**config.mk**
```make
export PLATFORM = sky130hd
export DESIGN_NAME = sorted_trigger_action_table
export DESIGN_NICKNAME = d
export VERILOG_FILES = /design/src/rtl/sta_pkg.sv /design/src/rtl/sta_ctl.sv /design/src/rtl/sta_dp.sv /design/src/rtl/sorted_trigger_action_table.sv
export SDC_FILE = /design/constraint.sdc
export NUM_CORES = 1
export LEC_CHECK = 0
export BUFFER_PORTS_ARGS = -buffer_cell sky130_fd_sc_hd__buf_2
export CAP_MARGIN = 15
export CELL_PAD_IN_SITES_DETAIL_PLACEMENT = 1
export CELL_PAD_IN_SITES_GLOBAL_PLACEMENT = 2
export CORE_UTILIZATION = 37
export DETAILED_ROUTE_END_ITERATION = 6
export HOLD_SLACK_MARGIN = 0.02
export PLACE_DENSITY_LB_ADDON = 0.1
export SYNTH_ARGS = -nofsm -noshare
export SYNTH_HDL_FRONTEND = slang
export SYNTH_HIERARCHICAL = 1
export SYNTH_SLANG_ARGS = --single-unit
export TNS_END_PERCENT = 10
```
**constraint.sdc**
```tcl
create_clock -name clk -period 3.5 [get_ports clk]
set_input_delay 0.7 -clock clk [delete_from_list [all_inputs] [get_ports clk]]
set_output_delay 0.7 -clock clk [all_outputs]
set_load 0.02 [all_outputs]
```
**src/rtl/sta_pkg.sv**
```systemverilog
// package for the sorted trigger/action table
// types, codes and reset values shared by sta_ctl, sta_dp and the top level
package sta_pkg;

  localparam int TABLE_DEPTH_DEF = 8;

  localparam int CODE_W   = 8;
  localparam int ENTRY_W  = 2 * CODE_W;
  localparam int CFG_IDX_W = 3;
  localparam int COUNT_W  = 4;

  localparam logic OP_GET = 1'b0;
  localparam logic OP_SET = 1'b1;

  localparam logic [CFG_IDX_W-1:0] CFG_TRIG_LOW     = 3'd0;
  localparam logic [CFG_IDX_W-1:0] CFG_TRIG_KNOWN   = 3'd1;
  localparam logic [CFG_IDX_W-1:0] CFG_TRIG_SUPP    = 3'd2;
  localparam logic [CFG_IDX_W-1:0] CFG_ACT_KNOWN    = 3'd3;
  localparam logic [CFG_IDX_W-1:0] CFG_ACT_SUPP     = 3'd4;

  localparam logic [CODE_W-1:0] TRIG_LOW_RST   = 8'd0;
  localparam logic [CODE_W-1:0] TRIG_KNOWN_RST = 8'd5;
  localparam logic [CODE_W-1:0] TRIG_SUPP_RST  = 8'd3;
  localparam logic [CODE_W-1:0] ACT_KNOWN_RST  = 8'd5;
  localparam logic [CODE_W-1:0] ACT_SUPP_RST   = 8'd3;

  localparam logic [CODE_W-1:0] ACT_NONE = 8'd0;

  typedef enum logic [1:0] {
    ST_OK          = 2'd0,
    ST_INVALID     = 2'd1,
    ST_UNSUPPORTED = 2'd2,
    ST_FULL        = 2'd3
  } status_t;

  typedef enum logic [3:0] {
    S_IDLE,
    S_SCAN_RD,
    S_SCAN_CMP,
    S_MISS,
    S_DEL_RD,
    S_DEL_WR,
    S_INS_RD,
    S_INS_WR,
    S_FINISH
  } state_t;

  typedef enum logic [1:0] {
    WR_ITEM_IDX,
    WR_DATA_IDXM1,
    WR_DATA_SH
  } wr_sel_t;

  // controller to datapath
  typedef struct packed {
    logic    accept;
    logic    rd;
    logic    rd_from_sh;
    logic    wr;
    wr_sel_t wr_sel;
    logic    idx_inc;
    logic    sh_load;
    logic    sh_dec;
    logic    cnt_inc;
    logic    cnt_dec;
    logic    take_act;
    logic    set_changed;
    logic    set_full;
    logic    load_out;
  } ctl_cmd_t;

  // datapath to controller
  typedef struct packed {
    logic is_set;
    logic trig_known;
    logic chk_ok;
    logic act_zero;
    logic scan_end;
    logic hit;
    logic past;
    logic same_act;
    logic full;
    logic sh_at_idx;
    logic out_free;
  } dp_sts_t;

endpackage

```
**src/rtl/sta_ctl.sv**
```systemverilog
// controller state machine of the sorted trigger/action table
// depends on sta_pkg; drives sta_dp through ctl_cmd_t, reads dp_sts_t
module sta_ctl (
  input  logic              clk,
  input  logic              rst_n,
  input  logic              in_valid,
  output logic              in_ready,
  input  sta_pkg::dp_sts_t  sts,
  output sta_pkg::ctl_cmd_t cmd
);

  sta_pkg::state_t state_r;
  sta_pkg::state_t state_nxt;

  always_ff @(posedge clk) begin
    if (!rst_n) begin
      state_r <= sta_pkg::S_IDLE;
    end else begin
      state_r <= state_nxt;
    end
  end

  assign in_ready = (state_r == sta_pkg::S_IDLE);

  always_comb begin
    cmd       = '0;
    state_nxt = state_r;
    unique case (state_r)
      sta_pkg::S_IDLE: begin
        if (in_valid) begin
          cmd.accept = 1'b1;
          state_nxt  = sta_pkg::S_SCAN_RD;
        end
      end
      sta_pkg::S_SCAN_RD: begin
        // rejected set, or get of an unknown trigger: no search
        if (sts.is_set ? !sts.chk_ok : !sts.trig_known) begin
          state_nxt = sta_pkg::S_FINISH;
        end else if (sts.scan_end) begin
          state_nxt = sta_pkg::S_MISS;
        end else begin
          cmd.rd    = 1'b1;
          state_nxt = sta_pkg::S_SCAN_CMP;
        end
      end
      sta_pkg::S_SCAN_CMP: begin
        if (sts.hit) begin
          if (!sts.is_set) begin
            cmd.take_act = 1'b1;
            state_nxt    = sta_pkg::S_FINISH;
          end else if (sts.act_zero) begin
            cmd.idx_inc = 1'b1;
            state_nxt   = sta_pkg::S_DEL_RD;
          end else if (sts.same_act) begin
            state_nxt = sta_pkg::S_FINISH;
          end else begin
            cmd.wr          = 1'b1;
            cmd.wr_sel      = sta_pkg::WR_ITEM_IDX;
            cmd.set_changed = 1'b1;
            state_nxt       = sta_pkg::S_FINISH;
          end
        end else if (sts.past) begin
          state_nxt = sta_pkg::S_MISS;
        end else begin
          cmd.idx_inc = 1'b1;
          state_nxt   = sta_pkg::S_SCAN_RD;
        end
      end
      sta_pkg::S_MISS: begin
        // idx now holds the sorted insert position
        if (sts.is_set && !sts.act_zero) begin
          if (sts.full) begin
            cmd.set_full = 1'b1;
            state_nxt    = sta_pkg::S_FINISH;
          end else begin
            cmd.sh_load = 1'b1;
            state_nxt   = sta_pkg::S_INS_RD;
          end
        end else begin
          state_nxt = sta_pkg::S_FINISH;
        end
      end
      sta_pkg::S_DEL_RD: begin
        if (sts.scan_end) begin
          cmd.cnt_dec     = 1'b1;
          cmd.set_changed = 1'b1;
          state_nxt       = sta_pkg::S_FINISH;
        end else begin
          cmd.rd    = 1'b1;
          state_nxt = sta_pkg::S_DEL_WR;
        end
      end
      sta_pkg::S_DEL_WR: begin
        cmd.wr      = 1'b1;
        cmd.wr_sel  = sta_pkg::WR_DATA_IDXM1;
        cmd.idx_inc = 1'b1;
        state_nxt   = sta_pkg::S_DEL_RD;
      end
      sta_pkg::S_INS_RD: begin
        if (sts.sh_at_idx) begin
          cmd.wr          = 1'b1;
          cmd.wr_sel      = sta_pkg::WR_ITEM_IDX;
          cmd.cnt_inc     = 1'b1;
          cmd.set_changed = 1'b1;
          state_nxt       = sta_pkg::S_FINISH;
        end else begin
          cmd.rd         = 1'b1;
          cmd.rd_from_sh = 1'b1;
          state_nxt      = sta_pkg::S_INS_WR;
        end
      end
      sta_pkg::S_INS_WR: begin
        cmd.wr     = 1'b1;
        cmd.wr_sel = sta_pkg::WR_DATA_SH;
        cmd.sh_dec = 1'b1;
        state_nxt  = sta_pkg::S_INS_RD;
      end
      sta_pkg::S_FINISH: begin
        if (sts.out_free) begin
          cmd.load_out = 1'b1;
          state_nxt    = sta_pkg::S_IDLE;
        end
      end
      default: begin
        state_nxt = sta_pkg::S_IDLE;
      end
    endcase
  end

endmodule

```
**src/rtl/sta_dp.sv**
```systemverilog
// datapath of the sorted trigger/action table: config registers, item
// registers, entry memory, cursors and result/output registers; uses sta_pkg
module sta_dp #(
  parameter int DEPTH = sta_pkg::TABLE_DEPTH_DEF
) (
  input  logic                             clk,
  input  logic                             rst_n,
  input  logic                             in_operation,
  input  logic [sta_pkg::CODE_W-1:0]       in_trigger,
  input  logic [sta_pkg::CODE_W-1:0]       in_action,
  output logic                             out_valid,
  input  logic                             out_ready,
  output logic [1:0]                       out_status,
  output logic [sta_pkg::CODE_W-1:0]       out_action_out,
  output logic                             out_changed,
  output logic [sta_pkg::COUNT_W-1:0]      out_entry_count,
  input  logic                             cfg_valid,
  output logic                             cfg_ready,
  input  logic [sta_pkg::CFG_IDX_W-1:0]    cfg_index,
  input  logic [sta_pkg::CODE_W-1:0]       cfg_data,
  input  sta_pkg::ctl_cmd_t                cmd,
  output sta_pkg::dp_sts_t                 sts
);

  localparam int CW = $clog2(DEPTH + 1);
  localparam int AW = (DEPTH > 1) ? $clog2(DEPTH) : 1;
  localparam int W  = sta_pkg::CODE_W;

  // config registers
  logic [W-1:0] trig_low_r, trig_known_r, trig_supp_r, act_known_r, act_supp_r;

  // item registers
  logic         op_r;
  logic [W-1:0] trig_r;
  logic [W-1:0] act_r;
  logic         known_r;
  logic         chk_ok_r;

  // cursors and count
  logic [CW-1:0] cnt_r;
  logic [CW-1:0] idx_r;
  logic [CW-1:0] sh_r;
  logic [CW-1:0] idx_m1;
  logic [CW-1:0] sh_m1;

  // entry memory, {trigger, action}
  logic [sta_pkg::ENTRY_W-1:0] mem [DEPTH];
  logic [sta_pkg::ENTRY_W-1:0] rdata_r;
  logic [sta_pkg::ENTRY_W-1:0] wdata;
  logic [AW-1:0]               raddr;
  logic [AW-1:0]               waddr;

  // result registers
  sta_pkg::status_t res_status_r;
  logic [W-1:0]     res_act_r;
  logic             res_changed_r;

  // output registers
  logic                        out_valid_r;
  sta_pkg::status_t            out_status_r;
  logic [W-1:0]                out_act_r;
  logic                        out_changed_r;
  logic [sta_pkg::COUNT_W-1:0] out_count_r;
  logic [CW+sta_pkg::COUNT_W-1:0] cnt_ext;

  logic in_known, in_supp, in_act_known, in_act_supp;
  sta_pkg::status_t in_chk;

  assign cfg_ready = 1'b1;

  always_ff @(posedge clk) begin
    if (!rst_n) begin
      trig_low_r   <= sta_pkg::TRIG_LOW_RST;
      trig_known_r <= sta_pkg::TRIG_KNOWN_RST;
      trig_supp_r  <= sta_pkg::TRIG_SUPP_RST;
      act_known_r  <= sta_pkg::ACT_KNOWN_RST;
      act_supp_r   <= sta_pkg::ACT_SUPP_RST;
    end else if (cfg_valid) begin
      unique case (cfg_index)
        sta_pkg::CFG_TRIG_LOW:   trig_low_r   <= cfg_data;
        sta_pkg::CFG_TRIG_KNOWN: trig_known_r <= cfg_data;
        sta_pkg::CFG_TRIG_SUPP:  trig_supp_r  <= cfg_data;
        sta_pkg::CFG_ACT_KNOWN:  act_known_r  <= cfg_data;
        sta_pkg::CFG_ACT_SUPP:   act_supp_r   <= cfg_data;
        default: ;
      endcase
    end
  end

  // argument checks on the incoming item
  assign in_known     = (in_trigger >= trig_low_r) && (in_trigger <= trig_known_r);
  assign in_supp      = (in_trigger >= trig_low_r) && (in_trigger <= trig_supp_r);
  assign in_act_known = (in_action <= act_known_r);
  assign in_act_supp  = (in_action <= act_supp_r);

  always_comb begin
    if (!in_known || !in_act_known) begin
      in_chk = sta_pkg::ST_INVALID;
    end else if (!in_supp || !in_act_supp) begin
      in_chk = sta_pkg::ST_UNSUPPORTED;
    end else begin
      in_chk = sta_pkg::ST_OK;
    end
  end

  always_ff @(posedge clk) begin
    if (cmd.accept) begin
      op_r     <= in_operation;
      trig_r   <= in_trigger;
      act_r    <= in_action;
      known_r  <= in_known;
      chk_ok_r <= (in_chk == sta_pkg::ST_OK);
    end
  end

  always_ff @(posedge clk) begin
    if (cmd.accept) begin
      res_status_r  <= (in_operation == sta_pkg::OP_SET) ? in_chk : sta_pkg::ST_OK;
      res_act_r     <= sta_pkg::ACT_NONE;
      res_changed_r <= 1'b0;
    end else begin
      if (cmd.set_full) begin
        res_status_r <= sta_pkg::ST_FULL;
      end
      if (cmd.take_act) begin
        res_act_r <= rdata_r[W-1:0];
      end
      if (cmd.set_changed) begin
        res_changed_r <= 1'b1;
      end
    end
  end

  always_ff @(posedge clk) begin
    if (!rst_n) begin
      cnt_r <= '0;
    end else if (cmd.cnt_inc) begin
      cnt_r <= cnt_r + CW'(1);
    end else if (cmd.cnt_dec) begin
      cnt_r <= cnt_r - CW'(1);
    end
  end

  always_ff @(posedge clk) begin
    if (!rst_n) begin
      idx_r <= '0;
      sh_r  <= '0;
    end else begin
      if (cmd.accept) begin
        idx_r <= '0;
      end else if (cmd.idx_inc) begin
        idx_r <= idx_r + CW'(1);
      end
      if (cmd.sh_load) begin
        sh_r <= cnt_r;
      end else if (cmd.sh_dec) begin
        sh_r <= sh_m1;
      end
    end
  end

  assign idx_m1 = idx_r - CW'(1);
  assign sh_m1  = sh_r - CW'(1);
  assign raddr  = cmd.rd_from_sh ? sh_m1[AW-1:0] : idx_r[AW-1:0];

  always_comb begin
    case (cmd.wr_sel)
      sta_pkg::WR_DATA_IDXM1: begin
        waddr = idx_m1[AW-1:0];
        wdata = rdata_r;
      end
      sta_pkg::WR_DATA_SH: begin
        waddr = sh_r[AW-1:0];
        wdata = rdata_r;
      end
      default: begin
        waddr = idx_r[AW-1:0];
        wdata = {trig_r, act_r};
      end
    endcase
  end

  always_ff @(posedge clk) begin
    if (cmd.wr) begin
      mem[waddr] <= wdata;
    end
    if (cmd.rd) begin
      rdata_r <= mem[raddr];
    end
  end

  // output register, loaded while free or being taken
  assign cnt_ext = {{sta_pkg::COUNT_W{1'b0}}, cnt_r};

  always_ff @(posedge clk) begin
    if (!rst_n) begin
      out_valid_r <= 1'b0;
    end else if (cmd.load_out) begin
      out_valid_r <= 1'b1;
    end else if (out_ready) begin
      out_valid_r <= 1'b0;
    end
  end

  always_ff @(posedge clk) begin
    if (cmd.load_out) begin
      out_status_r  <= res_status_r;
      out_act_r     <= res_act_r;
      out_changed_r <= res_changed_r;
      out_count_r   <= cnt_ext[sta_pkg::COUNT_W-1:0];
    end
  end

  assign out_valid       = out_valid_r;
  assign out_status      = out_status_r;
  assign out_action_out  = out_act_r;
  assign out_changed     = out_changed_r;
  assign out_entry_count = out_count_r;

  assign sts.is_set     = (op_r == sta_pkg::OP_SET);
  assign sts.trig_known = known_r;
  assign sts.chk_ok     = chk_ok_r;
  assign sts.act_zero   = (act_r == sta_pkg::ACT_NONE);
  assign sts.scan_end   = (idx_r == cnt_r);
  assign sts.hit        = (rdata_r[sta_pkg::ENTRY_W-1:W] == trig_r);
  assign sts.past       = (rdata_r[sta_pkg::ENTRY_W-1:W] > trig_r);
  assign sts.same_act   = (rdata_r[W-1:0] == act_r);
  assign sts.full       = (cnt_r == CW'(DEPTH));
  assign sts.sh_at_idx  = (sh_r == idx_r);
  assign sts.out_free   = !out_valid_r || out_ready;

`ifndef ASSERT_OFF
  a_cnt_bound: assert property (@(posedge clk) disable iff (!rst_n)
    cnt_r <= CW'(DEPTH))
    else $error("entry count above table depth");

  a_no_insert_full: assert property (@(posedge clk) disable iff (!rst_n)
    cmd.cnt_inc |-> !sts.full)
    else $error("insert into a full table");

  a_load_free: assert property (@(posedge clk) disable iff (!rst_n)
    cmd.load_out |-> (!out_valid_r || out_ready))
    else $error("result overwrites an untaken result");

  a_changed_ok: assert property (@(posedge clk) disable iff (!rst_n)
    (cmd.load_out && res_changed_r) |=> (out_status_r == sta_pkg::ST_OK))
    else $error("table change reported with an error status");
`endif

endmodule

```
**src/rtl/sorted_trigger_action_table.sv**
```systemverilog
// Sorted trigger/action table: maps 8-bit trigger codes to 8-bit action codes.
// Input channel (in_valid/in_ready): one get or set request per item.
// Result channel (out_valid/out_ready): exactly one result item per request,
// in request order, held in an output register until taken.
// Config channel (cfg_valid/cfg_ready): writes the five range registers by
// index; always ready; write only while no request is in flight.
// The search reads one table entry at a time from a single read port memory
// with registered read data, and entries are moved one at a time on insert or
// remove; a rejected request skips the search.
// One request is processed at a time; in_ready is high only when idle.
// A new request is accepted while the previous result still waits; its own
// result then waits in the result registers until the output register frees up,
// so a stalled receiver stalls the block after at most one further request.
// Reset (synchronous, rst_n low) empties the table and restores the default
// range registers; entry contents are not cleared and are never read unset.
module sorted_trigger_action_table #(
  parameter int TABLE_DEPTH = sta_pkg::TABLE_DEPTH_DEF
) (
  input  logic                          clk,
  input  logic                          rst_n,
  input  logic                          in_valid,
  output logic                          in_ready,
  input  logic                          in_operation,
  input  logic [sta_pkg::CODE_W-1:0]    in_trigger,
  input  logic [sta_pkg::CODE_W-1:0]    in_action,
  output logic                          out_valid,
  input  logic                          out_ready,
  output logic [1:0]                    out_status,
  output logic [sta_pkg::CODE_W-1:0]    out_action_out,
  output logic                          out_changed,
  output logic [sta_pkg::COUNT_W-1:0]   out_entry_count,
  input  logic                          cfg_valid,
  output logic                          cfg_ready,
  input  logic [sta_pkg::CFG_IDX_W-1:0] cfg_index,
  input  logic [sta_pkg::CODE_W-1:0]    cfg_data
);

  sta_pkg::ctl_cmd_t cmd;
  sta_pkg::dp_sts_t  sts;

  sta_ctl u_ctl (
    .clk      (clk),
    .rst_n    (rst_n),
    .in_valid (in_valid),
    .in_ready (in_ready),
    .sts      (sts),
    .cmd      (cmd)
  );

  sta_dp #(
    .DEPTH (TABLE_DEPTH)
  ) u_dp (
    .clk             (clk),
    .rst_n           (rst_n),
    .in_operation    (in_operation),
    .in_trigger      (in_trigger),
    .in_action       (in_action),
    .out_valid       (out_valid),
    .out_ready       (out_ready),
    .out_status      (out_status),
    .out_action_out  (out_action_out),
    .out_changed     (out_changed),
    .out_entry_count (out_entry_count),
    .cfg_valid       (cfg_valid),
    .cfg_ready       (cfg_ready),
    .cfg_index       (cfg_index),
    .cfg_data        (cfg_data),
    .cmd             (cmd),
    .sts             (sts)
  );

endmodule

```
==> impl_metrics.ini <==
[placed_design]
post-dp-hpwl_um = 19650
gp_congestion = 0.7270
io_buffers = 49
postPlaceCellArea_sq_mm = 0.01231

[floorplanning]
rows = 64
core_sq_mm = 0.03051
initial_core_util_pct = 37.60
die_h_um = 178.1
io_pins = 51
die_w_um = 178.1
die_area_sq_mm = 0.03171

[worst_setup_path]
worst_path_max_delay_cell = ha_1
endpoint_kind = register
cp-start-kind = register
worstPathCellList = nor2b_1, nand2_1, nor2_1, inv_1, ha_1, buf_4, a21oi_1, nand2b_1, nand2b_1, nor2_2, buf_4
ff2ff_setup_slack_ns = 0.52
path_depth = 11
critPathRequiredTime_ns = 3.71
critPathBufInv = 3
setup.worst_path.start = u_ctl/state_r[2]
slowest_delay_ns = 0.36
rr_endpoint = u_dp/mem[6][11]
cpLargestDelayFamily = simple AND/OR/NAND/NOR gates
reg2regPathDepth = 11
path_class = register to register
cp_max_fo = 20
r2r_start = u_ctl/state_r[2]
cp-endpoint = u_dp/mem[6][11]
arrival_ns = 3.19

[cells_and_area]
regArea_sq_mm = 0.006726
multi_input_area_sq_mm = 0.004312
final_cell_mix = nand2_1 (246), edfxtp_1 (180), nand3_1 (89), dfxtp_1 (66), inv_1 (60)
diodes = 0
syn_to_final_growth_pct = 15.48
final_util_pct = 43.42
fin_nets = 1211
nFillCells = 3356
final_area_sq_mm = 0.01325
final_common_cell = nand2_1
drive_gt1_share_pct = 14.69

[grt]
first_global_vias = 8138
grt_pass1_wl_um = 46980
grt-ovfl-total = 0
grt_max_degree = 49
grtUsageTotal_pct = 19.47
antenna_found_initial = 0

[timing]
period_needed_ns = 2.976
worst_pin_slew_ns = 0.7475
fin_hold_ws_ns = 0.3602
setup_violations = 0
fin_skew_ns = 0.01654
max_slew_margin_pct = 49.46
fin_crit_sh_pct = 85.02
rsz0062_at_grt = false
hold_violations = 0
fmax_ghz = 0.3361
drv_slew = 0
finalSetupTns_ns = 0

[detailed_routing]
dr.pass1.iters = 4
antenna_left = 0
first_iter_violations = 521
vias = 7808
drc = 0
wl_per_cell_um = 19.23
viasPerCell = 5.070
postRouteWirelength_um = 29620

[pwr]
total_power_mw = 6.736
irDropWorstVdd_v = 0.0003334
power_density_mw_per_mm2 = 508.5
leakage_nw = 4.902

[synth]
synth_cell_types = 65
synthCells = 1061
synth_seq_cells = 246
async_flop_share_pct = 0
synth_edf_count = 180
yosys-top-cells-area = edfxtp_1 (47%), dfxtp_1 (12%), nand2_1 (8.0%)
synth_top_cell_area_share_pct = 47.12
syn_area_sq_mm = 0.01147
yosysSeqAreaShare_pct = 58.63
yosys_warnings = 6
yosysTopAreaCell = edfxtp_1
synth.avg_cell_area_sq_um = 10.81
syn_nets = 1150
synth_ff_type = edfxtp_1

[hold_path]
hp-class = primary input to register
worstHoldStart = in_trigger[0]

[clock_tree]
cts_inserted_buffers = 29
ctsHoldBuffers = 0
clk_pin_slew_ns = 0.06
cts.sinks = 246
cts_root_buffer = clkbuf_16
cts_tree = built
clock_latency_ns = 0.55
post-cts-setup-buffers = 0
cts_buffer_depth = 3
cts_htree_levels = 1
ctsResizeCount = 0

[run]
drv_cap = 0

[outcome]
status = completed
## cell usage after synthesis (all sizes together), types with 6 or more instances
| cell type | number |
|---|---|
| a21boi | 35 |
| a21oi | 30 |
| and2 | 8 |
| buf | 37 |
| clkbuf | 16 |
| dfxtp | 66 |
| edfxtp | 180 |
| ha | 55 |
| inv | 61 |
| mux2 | 16 |
| mux2i | 13 |
| nand2 | 246 |
| nand2b | 10 |
| nand3 | 89 |
| nand4 | 14 |
| nor2 | 37 |
| nor2b | 11 |
| nor3 | 6 |
| o211ai | 9 |
| o21ai | 34 |
| xnor2 | 15 |
| xor2 | 11 |
## metrics by stage
| step | setup WS [ns] | cells |
|---|---|---|
| 6_report | 0.5244 | 1540 |
| 4_1_cts | 0.5427 | 1540 |
| 3_3_place_gp | 0.6070 | 1487 |
| 2_1_floorplan | -0.02838 | 1061 |
| 5_1_grt | 0.2863 | 1540 |
| 3_5_place_dp | 0.5666 | 1487 |
## metal layers
metal	track usage, %	vias to the layer above	wire length [um]
met5	0	-	0
met4	4.095	0	378
met3	2.408	29	1233
met2	32.15	120	13890
met1	27.28	3835	14120
li1	-	3824	-
## logic make-up (layout without fill, tap and decap cells)
kind of cell	count (synthesis)	in the layout	synth area share, %
AO/OA/AOI/OAI	136	136	7.962
XOR/XNOR	26	26	1.985
adder cells (fa/ha/maj)	56	56	6.173
buffers and inverters	114	197	4.537
flip-flops	246	246	58.63
multiplexers	29	29	2.705
other	1	1	0.03269
AND/OR/NAND/NOR	453	453	17.97
## worst min path at each step
stage | end | slack [ns] | cells past startpoint
6_report | u_dp/trig_r[0] | 0.36 | 1
5_1_grt | u_dp/trig_r[0] | 0.35 | 1
4_1_cts | u_dp/trig_r[0] | 0.34 | 1
3_5_place_dp | u_dp/out_action_out[7] | 0.42 | 0
3_3_place_gp | u_dp/out_changed | 0.42 | 0
2_1_floorplan | u_dp/out_status[0] | 0.40 | 0
## power by group
| part | internal [mW] | total (mW) | switching (mW) |
|---|---|---|---|
| Combinational | 0.182 | 0.505 | 0.323 |
| Sequential | 3.23 | 3.27 | 0.0391 |
| Clock | 1.80 | 2.96 | 1.17 |
## area by class of cell
cell class / count / share of cell area [%]
Clock buffer: 39 / 5.988
Clock inverter: 14 / 1.067
Inverter: 61 / 1.728
Multi-Input combinational cell: 701 / 32.55
Sequential cell: 246 / 50.77
Tap cell: 396 / 3.740
Timing Repair Buffer: 83 / 4.156
## state kept, by name, summed over array words and instances (netlist names), 4 cells and up
| register | cells |
|---|---|
| u_dp/res_act_r | 8 |
| u_dp/mem | 128 |
| u_dp/act_known_r | 8 |
| u_dp/sh_r | 4 |
| u_dp/trig_r | 8 |
| u_dp/rdata_r | 16 |
| u_dp/trig_known_r | 8 |
| u_dp/act_r | 8 |
| u_dp/out_entry_count | 4 |
| u_ctl/state_r | 4 |
| u_dp/out_action_out | 8 |
| u_dp/idx_r | 4 |
| u_dp/cnt_r | 4 |
| u_dp/trig_low_r | 8 |
| u_dp/trig_supp_r | 8 |
| u_dp/act_supp_r | 8 |
Note: power is estimated with default switching activity, not from simulation.
